--- src/sv/ffba_pkg.sv ---
// ffba_pkg: shared types and constants of the first-fit block allocator.
// No dependencies.
package ffba_pkg;

  localparam int ADDR_W = 32;
  localparam int REQ_W  = 17;
  localparam int HDR_W  = 17;
  localparam int OFS_W  = 18;
  localparam int LEN_W  = 17;

  localparam logic [LEN_W-1:0] HEAP_LENGTH_RST = 17'h10000;
  localparam logic             FREE_MARK       = 1'b1;
  localparam logic [2:0]       ROUND_ADD       = 3'd3;
  localparam logic [2:0]       HDR_BYTES       = 3'd4;

  localparam logic CFG_HEAP_BASE   = 1'b0;
  localparam logic CFG_HEAP_LENGTH = 1'b1;

  localparam logic OP_ALLOC = 1'b0;
  localparam logic OP_FREE  = 1'b1;

  localparam logic ST_OK   = 1'b0;
  localparam logic ST_FAIL = 1'b1;

  typedef struct packed {
    logic              operation;
    logic [REQ_W-1:0]  request_bytes;
    logic [ADDR_W-1:0] release_address;
  } ffba_in_t;

  typedef struct packed {
    logic [ADDR_W-1:0] payload_address;
    logic              status;
  } ffba_out_t;

  typedef enum logic {
    ALU_ADD = 1'b0,
    ALU_SUB = 1'b1
  } alu_op_t;

  typedef struct packed {
    alu_op_t           op;
    logic [ADDR_W-1:0] a;
    logic [ADDR_W-1:0] b;
    logic [2:0]        k;
    logic [ADDR_W-1:0] c;
  } alu_req_t;

  typedef struct packed {
    logic [ADDR_W-1:0] res;
    logic              lt;
    logic              eq;
  } alu_rsp_t;

  typedef struct packed {
    logic rd;
    logic wr;
  } mem_ctl_t;

endpackage

--- src/sv/ffba_alu.sv ---
// ffba_alu: shared adder/comparator, res = a +/- b +/- k, flags res vs c.
// Depends on ffba_pkg.
module ffba_alu (
  input  ffba_pkg::alu_req_t req,
  output ffba_pkg::alu_rsp_t rsp
);

  logic [ffba_pkg::ADDR_W-1:0] res;

  always_comb begin
    unique case (req.op)
      ffba_pkg::ALU_ADD: res = req.a + req.b + 32'(req.k);
      ffba_pkg::ALU_SUB: res = req.a - req.b - 32'(req.k);
      default:           res = '0;
    endcase
  end

  assign rsp.res = res;
  assign rsp.lt  = (res < req.c);
  assign rsp.eq  = (res == req.c);

endmodule

--- config.mk ---
export PLATFORM = sky130hd
export DESIGN_NAME = ffba_alu
export DESIGN_NICKNAME = d
export VERILOG_FILES = /design/src/sv/ffba_pkg.sv /design/src/sv/ffba_alu.sv
export SDC_FILE = /design/constraint.sdc
export NUM_CORES = 1
export LEC_CHECK = 0
export BUFFER_PORTS_ARGS = -buffer_cell sky130_fd_sc_hd__buf_4
export CORE_UTILIZATION = 58
export DETAILED_ROUTE_END_ITERATION = 7
export PLACE_DENSITY = 0.86
export SYNTH_ARGS = -nofsm -noshare
export SYNTH_HDL_FRONTEND = slang
export SYNTH_SLANG_ARGS = --single-unit
--- constraint.sdc ---
create_clock -name vclk -period 5.5
set_input_delay 0.275 -clock vclk [all_inputs]
set_output_delay 0.275 -clock vclk [all_outputs]
set_load 0.02 [all_outputs]
==> results of run 1 <==
## stage by stage
step | instances | power, uW
floorplan | 770 | 802
global route | 1007 | 1330
global placement | 1007 | 1170
finish | 1007 | 1230
CTS | 1007 | 1210
detailed placement | 1007 | 1200
## Yosys cell counts (2+ instances only)
| library cell | count |
|---|---|
| a211o_1 | 2 |
| a211oi_1 | 13 |
| a21o_1 | 36 |
| a21o_2 | 2 |
| a21oi_1 | 75 |
| a311oi_1 | 2 |
| a31o_2 | 3 |
| a31oi_1 | 3 |
| a41o_1 | 2 |
| and4_1 | 3 |
| buf_1 | 2 |
| buf_4 | 2 |
| clkbuf_1 | 4 |
| fa_1 | 7 |
| ha_1 | 152 |
| inv_1 | 146 |
| mux2i_1 | 6 |
| nand2_1 | 46 |
| nand2b_1 | 7 |
| nand3_1 | 14 |
| nand3b_1 | 4 |
| nand4_1 | 14 |
| nor2_1 | 43 |
| nor2b_1 | 8 |
| nor3_1 | 8 |
| o211ai_1 | 9 |
| o21a_1 | 15 |
| o21ai_0 | 47 |
| o21ai_1 | 2 |
| o21bai_1 | 8 |
| o22ai_1 | 4 |
| o31ai_1 | 4 |
| or3_1 | 5 |
| xnor2_1 | 33 |
| xor2_1 | 17 |
## path summary, 6_finish.rpt
path | start | endpoint | slack (ns) | cells after the start
worst max-delay path | req[34] | rsp[1] | 0.22 | 22
worst min-delay path | req[66] | rsp[33] | 1.02 | 4
## power by group
group          switching [uW]  internal, uW  total (uW)
logic                     706           523        1230
registers                   0             0           0
clock network               0             0           0
## cell families after synthesis
group | synth area share
xor+xnor | 0.0805
buf+inv | 0.111
simple gates | 0.140
fa+ha+maj | 0.375
mux | 0.0131
compound gates | 0.280
## metal layers
metal	up-vias	GRT usage	part of all wire
met5	-	0	0
met4	0	0.0964	0.034
met3	44	0.0277	0.078
met2	287	0.578	0.47
met1	2734	0.409	0.42
li1	2929	-	-
## area by class of cell
class / instances / share of cell area
inverters: 146 / 0.0834
multi-input cells: 614 / 0.737
well taps: 108 / 0.0206
repair buffers: 139 / 0.159
## critical path: stages
cell and delay, ns:
buf_4 0.12, fa_1 0.56, ha_1 0.42, nand2b_1 0.11, a21oi_1 0.37, o211ai_1 0.32, a21o_1 0.28, a21oi_1 0.21
o21ai_1 0.20, o21a_1 0.25, xor2_1 0.15, mux2i_1 0.17, ha_1 0.24, a21o_1 0.15, a21o_1 0.17, a21oi_1 0.13
nor2b_1 0.05, o21ai_0 0.16, nand2_1 0.07, a21o_1 0.17, a21oi_1 0.22, buf_4 0.19
## what timing repair did
action	in CTS	in global routing
hold buffers	0	0
endpoints found under the hold margin	0	0
resized for setup	0	4
setup endpoints to repair	0	1
==> results.toml, run 1 <==
[sta]
period_share = 0.959
hold_violations = 0
fmax_ghz = 0.190
tightestPinTransition_ns = 0.885
slew_headroom = 0.405
setup_tns_ns = 0
fin_ws_ns = 0.223
finalMaxSlewViolations = 0
rsz0062_at_grt = "false"
setup_viol = 0
worst_hold_slack_ns = 1.02
fin_crit_ns = 5.28

[power]
leakagePower_uw = 0.00370
peakVddDrop_uv = 112
power_density_mw_per_mm2 = 187

[synthesis]
avgSynthCellArea_um2 = 7.07
ys_seq_area_frac = 0
synth_largest_area_cell = "ha_1"
synth.area.top_cells = "ha_1 (35%), inv_1 (10%), a21oi_1 (6.9%), xnor2_1 (5.3%), a21o_1 (5.0%)"
synthCells = 770
synth_top_area_share = 0.350
syn_area_mm2 = 0.00544
yosys_warnings = 0
yosys.cell_types.count = 57
synth.net_count = 1029

[routing]
drt_wl_total_mm = 16.2
wl_per_cell_um = 16.1
viasPerCell = 5.95
ant_nets = 0
first_iter_violations = 372
num_vias = 5994
dr.pass1.iters = 6
post-route-drc-count = 0

[place]
gp_congestion = 0.987
dpl_worst_slack_ns = 0.144
io_buffers = 134
hpwl_mm = 14.1
dpl_cell_area_mm2 = 0.00656

[grt]
grt_usage = 0.323
grt_pass1_vias = 5798
grt_max_degree = 50
grt.overflow.total = 0
antenna_found_initial = 0
grt_pass1_wl_mm = 26.2

[worst_setup_path]
worstPathRequired_ns = 5.22
cp-start-kind = "input pin"
cp.arrival_ns = 5.00
worstPathMaxFanout = 5
cp-end-kind = "output pin"
crit_type = "input pin to output pin"

[die]
core_area_mm2 = 0.00889
pin_count = 134
die_w_um = 98.9
rows = 34
start_util = 0.612
dieArea_mm2 = 0.00977
die_h_um = 98.9

[finish]
final_common_cell = "ha_1"
multiInputGateArea_mm2 = 0.00485
clkbuf_count = 0
fill_cells = 750
seq_cells = 0
final_cell_mix = "ha_1 (152), inv_1 (146), buf_4 (139)"
layout-drive-gt1-share = 0.172
regArea_um2 = 0
nNetsFinal = 1160
utilization = 0.739
post-route-cell-area_mm2 = 0.00657
antenna_cells = 0
area_growth_pct = 20.8

[clock_network]
post_cts_buffers = 0

[outcome]
outcome = "finished, final reports clean"

[min_path]
hold_class = "input pin to output pin"

[job]
cap_violations = 0
(Power assumes the default switching activity.)
==> run 2: changes to the inputs <==
- BUFFER_PORTS_ARGS: -buffer_cell sky130_fd_sc_hd__buf_4 -> -buffer_cell sky130_fd_sc_hd__buf_2
==> run 2 against run 1 <==
  * Combinational power fell by 7%
  * Via count fell by 2.4%
  * Global-route usage fell by 3.1 points
  * Highest routed layer unchanged
  * Count of clock-buffer cells in the layout did not move
==> results.toml, run 2 (synthesis results as in run 1) <==
[outcome]
outcome = "finished, final reports clean"

[routing]
ant_nets = 0
first_iter_violations = 343
dr.pass1.iters = 5
wl_per_cell_um = 14.5
viasPerCell = 5.81
drt_wl_total_mm = 14.6
num_vias = 5849
post-route-drc-count = 0

[grt]
grt_max_degree = 50
grt_pass1_wl_mm = 23.9
grt_usage = 0.291
antenna_found_initial = 0
grt.overflow.total = 0
grt_pass1_vias = 5370

[worst_setup_path]
cpPeakStageDelay_ns = 0.50
cp-start-kind = "input pin"
worstPathRequired_ns = 5.22
cp-end-kind = "output pin"
cpMostUsedCell = "a21oi_1"
path_depth = 23
path_buf_inv = 4
crit_type = "input pin to output pin"
crit_chain = "buf_2 -> inv_1 -> fa_1 -> inv_1 -> ha_1 -> a211oi_1 -> nor2_1 -> o31a_1 -> a31oi_1 -> o31ai_1 -> a211oi_1 -> xnor2_1 -> nor2_1 -> a21oi_1 -> ha_1 -> a21o_1 -> a21oi_1 -> nor2b_1 -> o21ai_0 -> nand2_1 -> a21o_1 -> a21oi_1 -> buf_4"
worstPathMaxFanout = 6
cp.arrival_ns = 4.81
cp_slowest_cell = "fa_1"
cp_top_family = "compound AO/OA/AOI/OAI gates"

[clock_network]
cts_hold_buf = 0
post_cts_buffers = 0

[die]
start_util = 0.612
core_area_mm2 = 0.00889
rows = 34
die_w_um = 98.9
pin_count = 134
dieArea_mm2 = 0.00977
die_h_um = 98.9

[finish]
seq_cells = 0
layout-drive-gt1-share = 0.171
instances_no_fill = 1006
clkbuf_count = 0
nNetsFinal = 1159
final_common_cell = "ha_1"
final_cell_mix = "ha_1 (152), inv_1 (146), buf_2 (133)"
fill_cells = 802
antenna_cells = 0
regArea_um2 = 0
area_growth_pct = 14.9

[sta]
finalMaxSlewViolations = 0
setup_tns_ns = 0
slew_headroom = 0.400
hold_violations = 0
fin_ws_ns = 0.412
period_share = 0.925
tightestPinTransition_ns = 0.899
rsz0062_at_grt = "false"
fmax_ghz = 0.197
fin_crit_ns = 5.09
setup_viol = 0

[power]
peakVddDrop_uv = 95.8
p_comb_frac = 1.000
leakagePower_uw = 0.00359
swShare = 0.596
power_density_mw_per_mm2 = 184
clock_power_share = 0
power.internal_uw = 464
power_frac_seq = 0
switchingPower_uw = 683

[place]
dpl.cell_count = 1006
dpl_worst_slack_ns = 0.259
hpwl_mm = 12.7
gp_congestion = 1.00
io_buffers = 134

[min_path]
hold_end = "rsp[33]"
whs_path_depth = 4
hold_class = "input pin to output pin"
hold_start = "req[66]"

[job]
cap_violations = 0
## run 2: cell types whose count changed in the layout (fill, tap and decap cells not counted), sizes merged
| cell | delta |
|---|---|
| buf | -1 |
## run 2: worst max-delay path by stage
stage | startpoint | to | slack, ns
after floorplan | req[33] | rsp[1] | 0.32
after global routing | req[68] | rsp[1] | 0.006
after CTS | req[68] | rsp[1] | 0.22
after global placement | req[68] | rsp[1] | 0.34
after detailed placement | req[68] | rsp[1] | 0.26
final | req[68] | rsp[1] | 0.41
## run 2: power groups by stage
| stage | registers (uW) | logic (uW) | clock network, uW |
|---|---|---|---|
| finish | 0 | 1150 | 0 |
| global route | 0 | 1260 | 0 |
| CTS | 0 | 1120 | 0 |
| detailed placement | 0 | 1110 | 0 |
| global placement | 0 | 1090 | 0 |
| floorplan | 0 | 802 | 0 |
## run 2: through the flow
step           utilization  cell area [um2]  total power [uW]  hold WS, ns
6_report             0.703             6250              1150         1.00
3_5_place_dp         0.700             6220              1110         1.00
3_3_place_gp         0.700             6220              1090         1.01
5_1_grt              0.703             6250              1260         1.07
4_1_cts              0.700             6220              1120         1.01
2_1_floorplan            -             5440               802        0.798
## run 2: repair_timing
action | in CTS | in global routing
gates resized for setup | 0 | 7
hold endpoints to repair | 0 | 0
setup endpoints to repair | 0 | 1
## run 2: routing by layer
layer | track usage | vias to the layer above | share of wire
met3 | 0.0199 | 39 | 0.069
met1 | 0.376 | 2626 | 0.44
met2 | 0.518 | 259 | 0.46
met5 | 0 | - | 0
met4 | 0.0850 | 0 | 0.033
li1 | - | 2925 | -
## run 2: worst min-delay path, stage by stage
cell	delay, ns
buf_2	0.08
xnor2_1	0.07
xnor2_1	0.14
buf_2	0.16
## run 2: area by class of cell
class                      instances  area [um2]  area share
tap                              108         135      0.0216
multi-input combinational        614        4860       0.778
timing repair buffer             138         703       0.113
inverter                         146         548      0.0877
