===== config.mk =====
export PLATFORM = sky130hd
export DESIGN_NAME = ffba_ctrl
export DESIGN_NICKNAME = d
export VERILOG_FILES = /design/src/sv/ffba_pkg.sv /design/src/sv/ffba_ctrl.sv
export SDC_FILE = /design/constraint.sdc
export NUM_CORES = 1
export LEC_CHECK = 0
export BUFFER_PORTS_ARGS = -buffer_cell sky130_fd_sc_hd__buf_4
export CAP_MARGIN = 10
export CORE_AREA = 5 5 177 179
export CTS_CLUSTER_DIAMETER = 30
export DETAILED_ROUTE_END_ITERATION = 12
export DIE_AREA = 0 0 182 184
export PLACE_DENSITY = 0.61
export SYNTH_ARGS = -nofsm -noshare
export SYNTH_HDL_FRONTEND = slang
export SYNTH_SLANG_ARGS = --single-unit

===== constraint.sdc =====
create_clock -name clk -period 8.21 [get_ports clk]
set_input_delay 1.2315 -clock clk [delete_from_list [all_inputs] [get_ports clk]]
set_output_delay 1.2315 -clock clk [all_outputs]
set_load 0.02 [all_outputs]

===== src/sv/ffba_pkg.sv =====
// ffba_pkg: shared types and constants of the first-fit block allocator.
// No dependencies.
package ffba_pkg;

  localparam int ADDR_W = 32;
  localparam int REQ_W  = 17;
  localparam int HDR_W  = 17;
  localparam int OFS_W  = 18;
  localparam int LEN_W  = 17;

  localparam logic [LEN_W-1:0] HEAP_LENGTH_RST = 17'h10000;
  localparam logic             FREE_MARK       = 1'b1;
  localparam logic [2:0]       ROUND_ADD       = 3'd3;
  localparam logic [2:0]       HDR_BYTES       = 3'd4;

  localparam logic CFG_HEAP_BASE   = 1'b0;
  localparam logic CFG_HEAP_LENGTH = 1'b1;

  localparam logic OP_ALLOC = 1'b0;
  localparam logic OP_FREE  = 1'b1;

  localparam logic ST_OK   = 1'b0;
  localparam logic ST_FAIL = 1'b1;

  typedef struct packed {
    logic              operation;
    logic [REQ_W-1:0]  request_bytes;
    logic [ADDR_W-1:0] release_address;
  } ffba_in_t;

  typedef struct packed {
    logic [ADDR_W-1:0] payload_address;
    logic              status;
  } ffba_out_t;

  typedef enum logic {
    ALU_ADD = 1'b0,
    ALU_SUB = 1'b1
  } alu_op_t;

  typedef struct packed {
    alu_op_t           op;
    logic [ADDR_W-1:0] a;
    logic [ADDR_W-1:0] b;
    logic [2:0]        k;
    logic [ADDR_W-1:0] c;
  } alu_req_t;

  typedef struct packed {
    logic [ADDR_W-1:0] res;
    logic              lt;
    logic              eq;
  } alu_rsp_t;

  typedef struct packed {
    logic rd;
    logic wr;
  } mem_ctl_t;

endpackage


===== src/sv/ffba_ctrl.sv =====
// ffba_ctrl: sequencer, config registers, bump pointer and result register.
// Depends on ffba_pkg; drives ffba_alu and ffba_hdr_mem.
module ffba_ctrl #(
  parameter int HEAP_WORDS = 16384,
  parameter int AW         = 14
) (
  input  logic                           clk,
  input  logic                           rst_n,
  input  logic                           start,
  output logic                           busy,
  input  ffba_pkg::ffba_in_t             in_req,
  output logic                           out_strobe,
  output ffba_pkg::ffba_out_t            out_result,
  input  logic                           cfg_we,
  input  logic                           cfg_index,
  input  logic [ffba_pkg::ADDR_W-1:0]    cfg_wdata,
  output ffba_pkg::alu_req_t             alu_req,
  input  ffba_pkg::alu_rsp_t             alu_rsp,
  output ffba_pkg::mem_ctl_t             mem_ctl,
  output logic [AW-1:0]                  mem_addr,
  output logic [ffba_pkg::HDR_W-1:0]     mem_wdata,
  input  logic [ffba_pkg::HDR_W-1:0]     mem_rdata
);

  localparam int CAP_W = 23;
  localparam logic [CAP_W-1:0] CAP_BYTES = CAP_W'(HEAP_WORDS * 4);

  typedef enum logic [11:0] {
    S_IDLE  = 12'b000000000001,
    S_ROUND = 12'b000000000010,
    S_BUMP  = 12'b000000000100,
    S_WCHK  = 12'b000000001000,
    S_WRD   = 12'b000000010000,
    S_WNEXT = 12'b000000100000,
    S_SPLIT = 12'b000001000000,
    S_REM   = 12'b000010000000,
    S_ADDR  = 12'b000100000000,
    S_FOFF  = 12'b001000000000,
    S_FCHK  = 12'b010000000000,
    S_FRD   = 12'b100000000000
  } state_t;

  state_t                          state_r, state_nxt;
  logic [ffba_pkg::LEN_W-1:0]      bump_r, bump_nxt;
  logic [ffba_pkg::ADDR_W-1:0]     base_r;
  logic [ffba_pkg::LEN_W-1:0]      len_r;
  logic                            strobe_r, strobe_nxt;
  ffba_pkg::ffba_out_t             result_r, result_nxt;
  logic [ffba_pkg::OFS_W-1:0]      req_r, req_nxt;
  logic [ffba_pkg::ADDR_W-1:0]     rel_r, rel_nxt;
  logic [ffba_pkg::OFS_W-1:0]      off_r, off_nxt;
  logic [ffba_pkg::ADDR_W-1:0]     tmp_r, tmp_nxt;
  logic [ffba_pkg::HDR_W-1:0]      hdr_r, hdr_nxt;
  logic                            exact_r, exact_nxt;
  logic [ffba_pkg::HDR_W-1:0]      lm4_r, lm4_nxt;

  logic [ffba_pkg::LEN_W-1:0]      len_clip;
  logic [ffba_pkg::LEN_W-1:0]      eff_len;

  function automatic logic [AW-1:0] word_of(input logic [ffba_pkg::OFS_W-1:0] ofs);
    return AW'(ofs[ffba_pkg::OFS_W-1:2]);
  endfunction

  function automatic logic in_rng(input logic [ffba_pkg::OFS_W-1:0] ofs);
    return (32'(ofs[ffba_pkg::OFS_W-1:2]) < 32'(HEAP_WORDS));
  endfunction

  assign len_clip = ({6'b0, len_r} > CAP_BYTES) ? CAP_BYTES[ffba_pkg::LEN_W-1:0] : len_r;
  assign eff_len  = {len_clip[ffba_pkg::LEN_W-1:2], 2'b00};

  always_comb begin
    state_nxt  = state_r;
    bump_nxt   = bump_r;
    strobe_nxt = 1'b0;
    result_nxt = result_r;
    req_nxt    = req_r;
    rel_nxt    = rel_r;
    off_nxt    = off_r;
    tmp_nxt    = tmp_r;
    hdr_nxt    = hdr_r;
    exact_nxt  = exact_r;
    lm4_nxt    = lm4_r;
    alu_req    = '{op: ffba_pkg::ALU_ADD, a: '0, b: '0, k: '0, c: '0};
    mem_ctl    = '{rd: 1'b0, wr: 1'b0};
    mem_addr   = '0;
    mem_wdata  = '0;

    unique case (state_r)
      S_IDLE: begin
        if (start) begin
          req_nxt   = {1'b0, in_req.request_bytes};
          rel_nxt   = in_req.release_address;
          state_nxt = (in_req.operation == ffba_pkg::OP_FREE) ? S_FOFF : S_ROUND;
        end
      end
      S_ROUND: begin
        alu_req.a = 32'(req_r);
        alu_req.k = ffba_pkg::ROUND_ADD;
        req_nxt   = {alu_rsp.res[ffba_pkg::OFS_W-1:2], 2'b00};
        state_nxt = S_BUMP;
      end
      S_BUMP: begin
        alu_req.a = 32'(bump_r);
        alu_req.b = 32'(req_r);
        alu_req.k = ffba_pkg::HDR_BYTES;
        alu_req.c = 32'(eff_len);
        if (alu_rsp.lt || alu_rsp.eq) begin
          mem_ctl.wr = in_rng({1'b0, bump_r});
          mem_addr   = word_of({1'b0, bump_r});
          mem_wdata  = req_r[ffba_pkg::HDR_W-1:0];
          off_nxt    = {1'b0, bump_r};
          bump_nxt   = alu_rsp.res[ffba_pkg::LEN_W-1:0];
          state_nxt  = S_ADDR;
        end else begin
          off_nxt   = '0;
          state_nxt = S_WCHK;
        end
      end
      S_WCHK: begin
        alu_req.a = 32'(off_r);
        alu_req.c = 32'(bump_r);
        if (alu_rsp.lt && in_rng(off_r)) begin
          mem_ctl.rd = 1'b1;
          mem_addr   = word_of(off_r);
          state_nxt  = S_WRD;
        end else begin
          result_nxt = '{payload_address: '0, status: ffba_pkg::ST_FAIL};
          strobe_nxt = 1'b1;
          state_nxt  = S_IDLE;
        end
      end
      S_WRD: begin
        hdr_nxt   = mem_rdata;
        alu_req.a = 32'({mem_rdata[ffba_pkg::HDR_W-1:1], 1'b0});
        alu_req.c = 32'(req_r);
        exact_nxt = alu_rsp.eq;
        if ((mem_rdata[0] == ffba_pkg::FREE_MARK) && !alu_rsp.lt) begin
          state_nxt = S_SPLIT;
        end else begin
          state_nxt = S_WNEXT;
        end
      end
      S_WNEXT: begin
        alu_req.a = 32'(off_r);
        alu_req.b = 32'({hdr_r[ffba_pkg::HDR_W-1:1], 1'b0});
        alu_req.k = ffba_pkg::HDR_BYTES;
        off_nxt   = alu_rsp.res[ffba_pkg::OFS_W-1:0];
        state_nxt = S_WCHK;
      end
      S_SPLIT: begin
        mem_ctl.wr = 1'b1;
        mem_addr   = word_of(off_r);
        mem_wdata  = req_r[ffba_pkg::HDR_W-1:0];
        alu_req.op = ffba_pkg::ALU_SUB;
        alu_req.a  = 32'({hdr_r[ffba_pkg::HDR_W-1:1], 1'b0});
        alu_req.b  = 32'(req_r);
        alu_req.k  = ffba_pkg::HDR_BYTES;
        lm4_nxt    = alu_rsp.res[ffba_pkg::HDR_W-1:0];
        state_nxt  = exact_r ? S_ADDR : S_REM;
      end
      S_REM: begin
        alu_req.a  = 32'(off_r);
        alu_req.b  = 32'(req_r);
        alu_req.k  = ffba_pkg::HDR_BYTES;
        mem_ctl.wr = in_rng(alu_rsp.res[ffba_pkg::OFS_W-1:0]);
        mem_addr   = word_of(alu_rsp.res[ffba_pkg::OFS_W-1:0]);
        mem_wdata  = {lm4_r[ffba_pkg::HDR_W-1:1], ffba_pkg::FREE_MARK};
        state_nxt  = S_ADDR;
      end
      S_ADDR: begin
        alu_req.a  = base_r;
        alu_req.b  = 32'(off_r);
        alu_req.k  = ffba_pkg::HDR_BYTES;
        result_nxt = '{payload_address: alu_rsp.res, status: ffba_pkg::ST_OK};
        strobe_nxt = 1'b1;
        state_nxt  = S_IDLE;
      end
      S_FOFF: begin
        alu_req.op = ffba_pkg::ALU_SUB;
        alu_req.a  = rel_r;
        alu_req.b  = base_r;
        alu_req.k  = ffba_pkg::HDR_BYTES;
        tmp_nxt    = alu_rsp.res;
        state_nxt  = S_FCHK;
      end
      S_FCHK: begin
        alu_req.a = tmp_r;
        alu_req.c = 32'(bump_r);
        if (alu_rsp.lt && (tmp_r[1:0] == 2'b00)) begin
          mem_ctl.rd = 1'b1;
          mem_addr   = word_of(tmp_r[ffba_pkg::OFS_W-1:0]);
          state_nxt  = S_FRD;
        end else begin
          result_nxt = '{payload_address: '0, status: ffba_pkg::ST_OK};
          strobe_nxt = 1'b1;
          state_nxt  = S_IDLE;
        end
      end
      S_FRD: begin
        mem_ctl.wr = 1'b1;
        mem_addr   = word_of(tmp_r[ffba_pkg::OFS_W-1:0]);
        mem_wdata  = {mem_rdata[ffba_pkg::HDR_W-1:1], ffba_pkg::FREE_MARK};
        result_nxt = '{payload_address: '0, status: ffba_pkg::ST_OK};
        strobe_nxt = 1'b1;
        state_nxt  = S_IDLE;
      end
      default: begin
        state_nxt = S_IDLE;
      end
    endcase
  end

  always_ff @(posedge clk) begin
    if (!rst_n) begin
      state_r  <= S_IDLE;
      bump_r   <= '0;
      strobe_r <= 1'b0;
      base_r   <= '0;
      len_r    <= ffba_pkg::HEAP_LENGTH_RST;
    end else begin
      state_r  <= state_nxt;
      bump_r   <= bump_nxt;
      strobe_r <= strobe_nxt;
      if (cfg_we) begin
        unique case (cfg_index)
          ffba_pkg::CFG_HEAP_BASE:   base_r <= cfg_wdata;
          ffba_pkg::CFG_HEAP_LENGTH: len_r  <= cfg_wdata[ffba_pkg::LEN_W-1:0];
          default: ;
        endcase
      end
    end
  end

  always_ff @(posedge clk) begin
    result_r <= result_nxt;
    req_r    <= req_nxt;
    rel_r    <= rel_nxt;
    off_r    <= off_nxt;
    tmp_r    <= tmp_nxt;
    hdr_r    <= hdr_nxt;
    exact_r  <= exact_nxt;
    lm4_r    <= lm4_nxt;
  end

  assign busy       = (state_r != S_IDLE);
  assign out_strobe = strobe_r;
  assign out_result = result_r;

endmodule


==> results of run 1 <==
## final cells by class
type,count,area share
inverters,49,0.01139
multi-input cells,715,0.2764
clock buffers,78,0.1029
diodes,1,0.0001549
clock inverters,34,0.02951
repair buffers,307,0.1429
well taps,390,0.03021
flip-flops and latches,245,0.4065
## cells in the final DEF, fill, tap and decap left out, types with 16 or more instances in the layout
master     count
o22ai_1       16
a21boi_1      16
a21boi_0      48
nand3_1       38
and2_1        53
a22oi_1       44
o21ai_1       17
dfxtp_1       79
a222oi_1      80
clkbuf_16     62
inv_1         47
buf_4        306
nand2_1      257
edfxtp_1     166
## worst paths after layout
| path | end | slack, ns | cells past startpoint |
|---|---|---|---|
| worst max register to register | off_r[8] | 4.15 | 5 |
| worst min-delay path | len_r[0] | 0.47 | 2 |
| worst max-delay path | mem_addr[1] | 2.61 | 7 |
| worst min register to register | len_r[0] | 0.47 | 2 |
## flip-flops by register name (all words and copies together) (netlist names)
register	cells
exact_r	1
bump_r	17
rel_r	32
base_r	32
out_strobe	1
state_r	12
req_r	18
hdr_r	16
out_result	33
lm4_r	16
off_r	18
len_r	17
tmp_r	32
## routing by layer
| layer | wire, µm | vias up |
|---|---|---|
| met5 | 0 | - |
| met4 | 1548 | 0 |
| met3 | 4988 | 116 |
| met2 | 21660 | 697 |
| met1 | 17300 | 5017 |
| li1 | - | 4643 |
## stage by stage
| step | area [µm²] | hold WS, ns | instances | setup slack (ns) | total power, W |
|---|---|---|---|---|---|
| floorplan | 11690 | 0.4164 | 1108 | 4.226 | 0.001501 |
| global placement | 14000 | 0.4593 | 1705 | 3.057 | 0.001626 |
| detailed placement | 14000 | 0.4656 | 1705 | 2.992 | 0.001628 |
| CTS | 16140 | 0.4718 | 1817 | 2.598 | 0.004099 |
| global route | 16150 | 0.5043 | 1819 | 2.370 | 0.004188 |
| finish | 16150 | 0.4738 | 1819 | 2.605 | 0.004080 |
## cells by family after synthesis
logic type             after synthesis
buffers and inverters              148
AO/OA/AOI/OAI                      252
AND/OR/NAND/NOR                    429
other                                1
flip-flops                         245
XOR/XNOR                             4
multiplexers                        16
## worst reg2reg max path, stage by stage (launching register included)
cell and delay, ns:
dfxtp_1 0.39, nor4_4 0.98, nand2_2 0.53, nor4_4 0.38, buf_4 0.42, or2_1 0.96
## power by group through the flow
stage                     logic [W]  registers (W)  clock network, W
after floorplan            0.000100        0.00140                 0
after global placement     0.000205        0.00142                 0
after detailed placement   0.000208        0.00142                 0
after CTS                  0.000209        0.00140           0.00249
after global routing       0.000223        0.00140           0.00256
final                      0.000208        0.00140           0.00247
==> out/metrics.cfg, run 1 <==
[setup_path]
critical_path_class=flip-flop to output pin
crit_path_end_kind=output pin
cp_common_cell=buf_4
cp_data_arrival_time_ns=4.37
path_cells=nor4_4 > and2_1 > and3_1 > buf_4 > a222oi_1 > nand2_1 > buf_4
cell_type_of_the_slowest_stage_on_the_worst_timing_path=nor4_4
worstPathMaxFanout=24
crit_buf_inv=2
timing.critical_path.from=state_r[9]
worst_ep_required_time_ns=6.98
timing.critical_path.slowest_cell_delay_ns=0.98
worst_setup_path_start_kind=flip-flop
critical-path-top-delay-family=simple AND/OR/NAND/NOR gates
r2r-start=state_r[9]

[global_routing]
grt_pass1_wl_um=65940
gr_ovfl_total=0
grt_max_degree=74
gr-max-usage-layer=met2
first_global_vias=10447
antenna_found_initial=2
grt_use_total=0.2594
global_route_met2_usage=0.4366
global_routing_met1_resource_utilization=0.3262
grt_use_met3=0.06510

[placement]
port_buffers=291
finalWeightedCongestion=0.9091
dpl.hpwl_um=30860

[power_and_ir_drop]
sw_frac_of_total=0.2163
netSwitchingPower_w=0.0008827
power.share.sequential=0.343
clock_power_share=0.606
ir_drop_mv=0.1856
leakage_power_nw=6.662
pd_cells_nw_per_um2=252.6
logic_pwr_share=0.051
internal_power_w=0.003198

[cts]
tritoncts_clock_tree=done
cts_buffer_depth=3
cts_buf_count=59
postCtsResizedCells=0
cts.repair_timing.setup_buffer_count=0
clock_sink_count=245
cts_hold_repair.buffers=0
clk_pin_slew_ns=0.05
htreeDepth=2
cts_root_buf=clkbuf_16
clock_insertion_delay_worst_skew_ns=0.57

[timing]
totalNegativeSetupSlack_ns=0
rsz0062_at_grt=false
timing.fmax_mhz=178.4
setup_viol=0
post_route_minimum_period_ns=5.605
tightestPinTransition_ns=1.234
slew-limit-headroom=0.1773
post-route-period-util=0.6827
timing_hold_violations_final=0
clock_skew_ns=0.01462
timing_max_transition_violations_final=0

[logic_synthesis]
compound_gate_portion_of_the_synthesized_area=0.1785
synth_async_sr_flop_share=0
simple_gate_portion_of_the_synthesized_area=0.1792
synth_top_flop_cell=edfxtp_1
post-synth-top-area-cell=edfxtp_1
synth_top_family_by_area=simple AND/OR/NAND/NOR gates
synthXorXnorAreaFrac=0.003009
synth-adder-area-share=0
syn_area_um2=11640
synth.area.mux_share=0.01537
synthDistinctLibCells=61
synth_enable_flop_cells=166
synth_cells=1095
top_cell_types_by_occurrence_after_synthesis=nand2_1 (257), edfxtp_1 (166), a222oi_1 (80), dfxtp_1 (79), and2_1 (54)
yosys-top-cells-area=edfxtp_1 (43%), dfxtp_1 (14%), nand2_1 (8.3%), a222oi_1 (6.9%), a21boi_0 (3.1%)
synth.avg_cell_area_um2=10.63
synth_seq_area_share=0.5640
post-synth-top-count-cell=nand2_1
synthesis_stage_register_bit_count=245
yosys_warnings=0
post-synth-top-area-fraction=0.4282

[floorplan]
fp.dieH_um=184
initial_core_utilization=0.3960
die-area_um2=33490
row_count=63
placeable_core_region_um2=29400
chipWidth_um=182
ios=306

[detailed_routing]
drtAntennaViolNets=0
drt_iter0_markers=1501
drt_wl_total_um=45500
routed-via-count=10473
drtPass1Iterations=10
number_of_vias_per_cell=5.758
drt_drc_violations_left=0
average_wire_per_cell_in_the_routed_design_um=25.02

[run]
cap_viol_max_count=0

[layout]
layout-drive-gt1-share=0.3018
layout.nets=1515
regArea_um2=6566
area_growth_from_synthesis_to_final_layout_pct=38.73
fill_cells=2581
multiInputGateArea_um2=4464
finalCoreUtilization=0.5493

[worst_hold_path]
worst_hold_startpoint=len_r[0]
kind_of_path_behind_the_tightest_hold_check=flip-flop to flip-flop

[outcome]
status=complete, no violations

Power figures use the tool's default switching activity.
==> inputs of run 2 (changes only) <==
Settings changed: ABC_AREA set to 1, CORE_AREA 5 5 177 179 to 5 5 182 184, DIE_AREA 0 0 182 184 to 0 0 187 189, PLACE_DENSITY 0.61 to 0.62.
Clock period 8.21 ns to 4.6 ns, I/O delays scaled along.
==> run 2 against run 1 <==
Net effect:
- clock power rose by 49%
- cell area increased by 1.8%
- hold slack got worse by 0.17 ns
- first-iteration DRC count shrank 15%
- cell count up 24%
- largest cell class unchanged
- largest power group unchanged
==> out/metrics.cfg, run 2 <==
[setup_path]
critical-path-top-delay-family=simple AND/OR/NAND/NOR gates  ; unchanged
reg2reg_depth=8  ; was 5
worst_ep_required_time_ns=3.91  ; was 6.98 ns
crit_buf_inv=2  ; unchanged
worst_setup_path_start_kind=flip-flop  ; unchanged
crit_cells=8  ; was 7
cell_type_of_the_slowest_stage_on_the_worst_timing_path=nor2_8  ; was nor4_4
crit_path_end_kind=output pin  ; unchanged
cp_data_arrival_time_ns=3.14  ; was 4.37 ns
timing.critical_path.slowest_cell_delay_ns=0.47  ; was 0.98 ns
path_cells=nor2_2 > nand2_2 > nor2_8 > nand2_2 > nand2_2 > inv_1 > o21ai_0 > buf_4  ; was nor4_4 > and2_1 > and3_1 > buf_4 > a222oi_1 > nand2_1 > buf_4
cp_common_cell=nand2_2  ; was buf_4
critical_path_class=flip-flop to output pin  ; unchanged
worstPathMaxFanout=32  ; was 24

[logic_synthesis]
syn_area_um2=12290  ; was 11,640 µm²
synth_cells=1525  ; was 1,095
synth_seq_area_share=0.5341  ; was 0.5640
post-synth-top-count-cell=nand2_1  ; unchanged
synthesis_stage_register_bit_count=245  ; unchanged
synth_top_flop_cell=edfxtp_1  ; unchanged
post-synth-top-area-fraction=0.4055  ; was 0.4282
post-synth-top-area-cell=edfxtp_1  ; unchanged
synthDistinctLibCells=30  ; was 61
yosys_warnings=0  ; unchanged
synth.avg_cell_area_um2=8.061  ; was 10.63 µm²
yosys-top-cells-area=edfxtp_1 (41%), dfxtp_1 (13%), nand2_1 (12%), nand3_1 (7.3%), nor2_1 (5.5%)  ; was edfxtp_1 (43%), dfxtp_1 (14%), nand2_1 (8.3%), a222oi_1 (6.9%), a21boi_0 (3.1%)
synth_enable_flop_cells=166  ; unchanged
synth_async_sr_flop_share=0  ; unchanged
top_cell_types_by_occurrence_after_synthesis=nand2_1 (405), nor2_1 (181), nand3_1 (180), edfxtp_1 (166), inv_1 (164)  ; was nand2_1 (257), edfxtp_1 (166), a222oi_1 (80), dfxtp_1 (79), and2_1 (54)

[cts]
htreeDepth=2  ; unchanged
cts_root_buf=clkbuf_16  ; unchanged
clock_insertion_delay_worst_skew_ns=0.56  ; was 0.57 ns
cts_buf_count=51  ; was 59
clock_sink_count=245  ; unchanged
cts_buffer_depth=3  ; unchanged
postCtsResizedCells=0  ; unchanged
tritoncts_clock_tree=done  ; unchanged
cts.repair_timing.setup_buffer_count=0  ; unchanged
cts_hold_repair.buffers=0  ; unchanged
clk_pin_slew_ns=0.06  ; was 0.05 ns

[global_routing]
grt_max_degree=74  ; unchanged
gr-max-usage-layer=met2  ; unchanged
grt_use_total=0.2690  ; was 0.2594
first_global_vias=11568  ; was 10,447
global_routing_met1_resource_utilization=0.3677  ; was 0.3262
grt_use_met3=0.06563  ; was 0.06510
gr_ovfl_total=0  ; unchanged
antenna_found_initial=0  ; was 2
global_route_met2_usage=0.4131  ; was 0.4366
grt_pass1_wl_um=72700  ; was 65,940 µm

[detailed_routing]
drtAntennaViolNets=0  ; unchanged
drtPass1Iterations=6  ; was 10
routed-via-count=11892  ; was 10,473
drt_drc_violations_left=0  ; unchanged
drt_wl_total_um=49180  ; was 45,500 µm
number_of_vias_per_cell=5.278  ; was 5.758
drt_iter0_markers=1271  ; was 1,501
average_wire_per_cell_in_the_routed_design_um=21.83  ; was 25.02 µm

[placement]
dpl.hpwl_um=36100  ; was 30,860 µm
port_buffers=291  ; unchanged
finalWeightedCongestion=1.043  ; was 0.9091
placed_cells_incl_taps=2159  ; was 1,705
placed_area_um2=14700  ; was 14,000 µm²

[timing]
timing_hold_violations_final=0  ; unchanged
slew-limit-headroom=0.3065  ; was 0.1773
post_route_minimum_period_ns=3.834
tightestPinTransition_ns=1.038  ; was 1.234 ns
post-route-period-util=0.8334
setup_viol=0  ; unchanged
totalNegativeSetupSlack_ns=0  ; unchanged
clock_skew_ns=0.02566  ; was 0.01462 ns
rsz0062_at_grt=false  ; unchanged
timing.fmax_mhz=260.9
timing_max_transition_violations_final=0  ; unchanged

[layout]
area_growth_from_synthesis_to_final_layout_pct=33.77  ; was 38.73%
design_area_um2=16440  ; was 16,150 µm²
finish.cell_count_without_fillers=2253  ; was 1,819
mostFrequentLayoutCell=nand2_1  ; was buf_4
layout-drive-gt1-share=0.2312  ; was 0.3018
commonest_cells_after_routing_fill_and_taps_aside=nand2_1 (405), buf_4 (307), nor2_1 (180), nand3_1 (180), edfxtp_1 (166)  ; was buf_4 (306), nand2_1 (257), edfxtp_1 (166), a222oi_1 (80), dfxtp_1 (79)
largest_register_ff_count=33  ; unchanged
finalCoreUtilization=0.5266  ; was 0.5493
antenna_cells=0  ; was 1
layout.nets=1948  ; was 1,515

[floorplan]
initial_core_utilization=0.3936  ; was 0.3960
chipWidth_um=187  ; was 182 µm
ios=306  ; unchanged
fp.dieH_um=189  ; was 184 µm
placeable_core_region_um2=31230  ; was 29,400 µm²
row_count=65  ; was 63
die-area_um2=35340  ; was 33,490 µm²

[outcome]
status=complete, no violations  ; unchanged

[power_and_ir_drop]
ir_drop_mv=0.2599  ; was 0.1856 mV
pd_cells_nw_per_um2=404.2  ; was 252.6 nW/µm²
leakage_power_nw=7.433  ; was 6.662 nW

[worst_hold_path]
timing.hold.worst_path_depth=1  ; was 2
kind_of_path_behind_the_tightest_hold_check=input pin to flip-flop  ; was flip-flop to flip-flop

[run]
cap_viol_max_count=0  ; unchanged

==> run 2: cell count changes after synthesis, moves of 44 or more <==
cell,before,now
inv_1,47,164
a222oi_1,80,0
a22oi_1,44,0
a21boi_0,48,0
nor2_1,15,181
nand3_1,38,180
and2_1,54,0
a21oi_1,3,53
nand2_1,257,405
o21ai_0,2,93
==> run 2: where the power goes <==
group | total [W] | switching [W] | internal [W]
sequential | 0.00253 | 0.0000807 | 0.00245
combinational | 0.000434 | 0.000284 | 0.000150
clock | 0.00368 | 0.00124 | 0.00245
==> run 2: cells by family (layout without fill, tap and decap cells) <==
kind of cell           Yosys count  in the layout  synth area share
and+or+nand+nor                827            827            0.2906
buffers and inverters          261            574           0.09272
DFF                            245            245            0.5341
AOI/OAI and AO/OA              191            191           0.08224
other                            1             14         0.0003051
==> run 2: final timing paths <==
path	from	end	slack [ns]
hold / removal	in_req[14]	rel_r[14]	0.31
hold reg to reg	base_r[0]	base_r[0]	0.47
setup reg to reg	state_r[5]	out_result[23]	1.63
setup / recovery	state_r[5]	alu_req[1]	0.77
==> run 2: stage by stage <==
step	setup slack, ns	hold WS [ns]	power [W]
after global routing	0.6667	0.2967	0.006834
after global placement	1.420	0.4592	0.002991
after floorplan	2.088	0.4211	0.002759
after detailed placement	1.387	0.4649	0.002995
final	0.7664	0.3065	0.006648
after CTS	0.8083	0.2945	0.006664
==> run 2: cell type report <==
cell class / instances / area [µm²]
flip-flops and latches: 245 / 6566
repair buffers: 309 / 2345
well taps: 402 / 503.0
multi-input cells: 1032 / 4644
inverters: 171 / 641.9
clock inverters: 29 / 342.8
clock buffers: 65 / 1401
fillers: 2993 / 14790
==> run 2: layer usage <==
layer,routed length [µm],up-vias
met5,0,-
met4,2032,0
met3,5112,118
met2,21610,678
met1,20420,5535
li1,-,5561
==> inputs of run 3 (changes only) <==
Clock period 4.6 ns to 3.45 ns, I/O delays scaled along.
==> run 3 against run 2 <==
Net effect:
- cell count up 1.3%
- register-to-register slack worse by 0.86 ns
- critical path depth unchanged
- sequential cell count unchanged
- first-iteration DRC count up 1.2%
- worst setup slack worse by 0.66 ns
- sequential power up 33%
- clock skew up 0.0096 ns
- routed wire length up 2.3%
- hold slack worse by 0.20 ns
- cell area up 2.5%
- clock-buffer cell count up 7
==> out/metrics.cfg, run 3 (synthesized netlist as in run 2, its figures left out) <==
[setup_path]
critical_path_class=flip-flop to output pin  ; unchanged
reg_to_reg_endpoint=out_result[30]  ; was out_result[23]
setup_slack_reg_to_reg_ns=0.77  ; was 1.63 ns
reg2reg_depth=9  ; was 8
cp_data_arrival_time_ns=2.83  ; was 3.14 ns
worst_ep_required_time_ns=2.93  ; was 3.91 ns
worstPathMaxFanout=18  ; was 32
worst_setup_path_start_kind=flip-flop  ; unchanged
r2r-start=state_r[0]  ; was state_r[5]
crit_path_end_kind=output pin  ; unchanged

[floorplan]
row_count=65  ; unchanged
chipWidth_um=187  ; unchanged
initial_core_utilization=0.3936  ; unchanged
placeable_core_region_um2=31230  ; unchanged
ios=306  ; unchanged
die-area_um2=35340  ; unchanged
fp.dieH_um=189  ; unchanged

[global_routing]
grt_pass1_wl_um=73460  ; was 72,700 µm
gr_ovfl_total=0  ; unchanged
grt_use_total=0.2723  ; was 0.2690
grt_max_degree=74  ; unchanged
first_global_vias=11931  ; was 11,568
antenna_found_initial=0  ; unchanged

[cts]
cts_buffer_depth=3  ; unchanged
htreeDepth=2  ; unchanged
clock_sink_count=245  ; unchanged
cts_hold_repair.buffers=0  ; unchanged
cts.repair_timing.setup_buffer_count=0  ; unchanged
postCtsResizedCells=0  ; unchanged
cts_root_buf=clkbuf_16  ; unchanged
cts_buf_count=58  ; was 51
clk_pin_slew_ns=0.05  ; was 0.06 ns
clock_insertion_delay_worst_skew_ns=0.59  ; was 0.56 ns
tritoncts_clock_tree=done  ; unchanged

[detailed_routing]
drtPass1Iterations=6  ; unchanged
drt_iter0_markers=1286  ; was 1,271
drt_wl_total_um=50320  ; was 49,180 µm
drtAntennaViolNets=0  ; unchanged
average_wire_per_cell_in_the_routed_design_um=22.04  ; was 21.83 µm
number_of_vias_per_cell=5.317  ; was 5.278
drt_drc_violations_left=0  ; unchanged
routed-via-count=12138  ; was 11,892

[layout]
regArea_um2=6566  ; unchanged
antenna_cells=0  ; unchanged
multiInputGateArea_um2=4644  ; unchanged
finish.cell_count_without_fillers=2283  ; was 2,253
fill_cells=2939  ; was 2,993
layout-drive-gt1-share=0.2446  ; was 0.2312
layout.nets=1969  ; was 1,948
largest_register_ff_count=33  ; unchanged
mostFrequentLayoutCell=nand2_1  ; unchanged
commonest_cells_after_routing_fill_and_taps_aside=nand2_1 (405), buf_4 (321), nor2_1 (180), nand3_1 (180), edfxtp_1 (166)  ; was nand2_1 (405), buf_4 (307), nor2_1 (180), nand3_1 (180), edfxtp_1 (166)
area_growth_from_synthesis_to_final_layout_pct=37.14  ; was 33.77%

[timing]
slew-limit-headroom=0.4535  ; was 0.3065
totalNegativeSetupSlack_ns=0  ; unchanged
rsz0062_at_grt=false  ; unchanged
post-route-period-util=0.9701
setup_viol=0  ; unchanged
clock_skew_ns=0.03526  ; was 0.02566 ns
post_route_minimum_period_ns=3.347
final.hold.worst_slack_ns=0.1059  ; was 0.3065 ns
tightestPinTransition_ns=0.8198  ; was 1.038 ns
timing.fmax_mhz=298.8
timing_hold_violations_final=0  ; unchanged
timing_max_transition_violations_final=0  ; unchanged

[worst_hold_path]
worstHoldEndpoint=rel_r[4]  ; was rel_r[14]
worst_hold_startpoint=in_req[4]  ; was in_req[14]
kind_of_path_behind_the_tightest_hold_check=input pin to flip-flop  ; unchanged
timing.hold.worst_path_depth=1  ; unchanged

[outcome]
status=complete, no violations  ; unchanged

[power_and_ir_drop]
leakage_power_nw=7.646  ; was 7.433 nW
ir_drop_mv=0.4080  ; was 0.2599 mV
p_total_w=0.009581  ; was 0.006648 W
pd_cells_nw_per_um2=568.3  ; was 404.2 nW/µm²

[placement]
dpl.hpwl_um=36210  ; was 36,100 µm
finalWeightedCongestion=0.9806  ; was 1.043
placed_cells_incl_taps=2173  ; was 2,159
port_buffers=291  ; unchanged

[run]
cap_viol_max_count=0  ; unchanged

-- run 3: cell count changes in the layout (fill, tap and decap cells not counted), sizes merged --
cell | before | now
clkinv | 13 | 14
buf | 309 | 323
inv | 179 | 183
clkinvlp | 3 | 7
clkbuf | 65 | 72
-- run 3: through the flow --
stage	setup WS, ns	area (µm²)	utilization
2_1_floorplan	1.107	12340	-
3_3_place_gp	0.7943	14810	0.4741
3_5_place_dp	0.7685	14810	0.4741
4_1_cts	0.1613	16860	0.5398
5_1_grt	0.02144	16860	0.5398
6_report	0.1032	16860	0.5398
-- run 3: power by group --
group	leakage, nW	internal, W	switching (W)
sequential	2.18	0.00327	0.000106
clock	0.988	0.00377	0.00184
combinational	4.48	0.000205	0.000389
-- run 3: layout make-up --
cell class | count | share of cell area
multi-input cells | 1032 | 0.2755
flip-flops and latches | 245 | 0.3895
clock buffers | 72 | 0.09715
well taps | 402 | 0.02984
clock inverters | 38 | 0.02464
repair buffers | 323 | 0.1453
inverters | 171 | 0.03807
-- run 3: how the worst max path moves through the flow --
stage	to	from	cells after the start	slack, ns
floorplan	req_r[0]	state_r[10]	5	1.11
global placement	alu_req[79]	state_r[10]	8	0.79
detailed placement	alu_req[79]	state_r[10]	8	0.77
CTS	alu_req[79]	state_r[0]	8	0.16
global route	mem_ctl[0]	state_r[11]	8	0.02
finish	alu_req[79]	state_r[0]	8	0.10
-- run 3: worst max-delay path: stages, from the launching register on --
cell and delay, ns:
dfxtp_1 0.34, nor2_2 0.19, nand2_4 0.13, nor2_8 0.33, nand2_4 0.20, nand3_2 0.58, nand2_1 0.11, nand3_1 0.19
buf_4 0.17
-- run 3: per-layer routing --
| metal | vias to the layer above | GRT usage | share of wire |
|---|---|---|---|
| met2 | 661 | 0.4239 | 0.44 |
| met5 | - | 0 | 0 |
| met3 | 102 | 0.07780 | 0.10 |
| li1 | 5629 | - | - |
| met1 | 5746 | 0.3621 | 0.42 |
| met4 | 0 | 0.1052 | 0.037 |
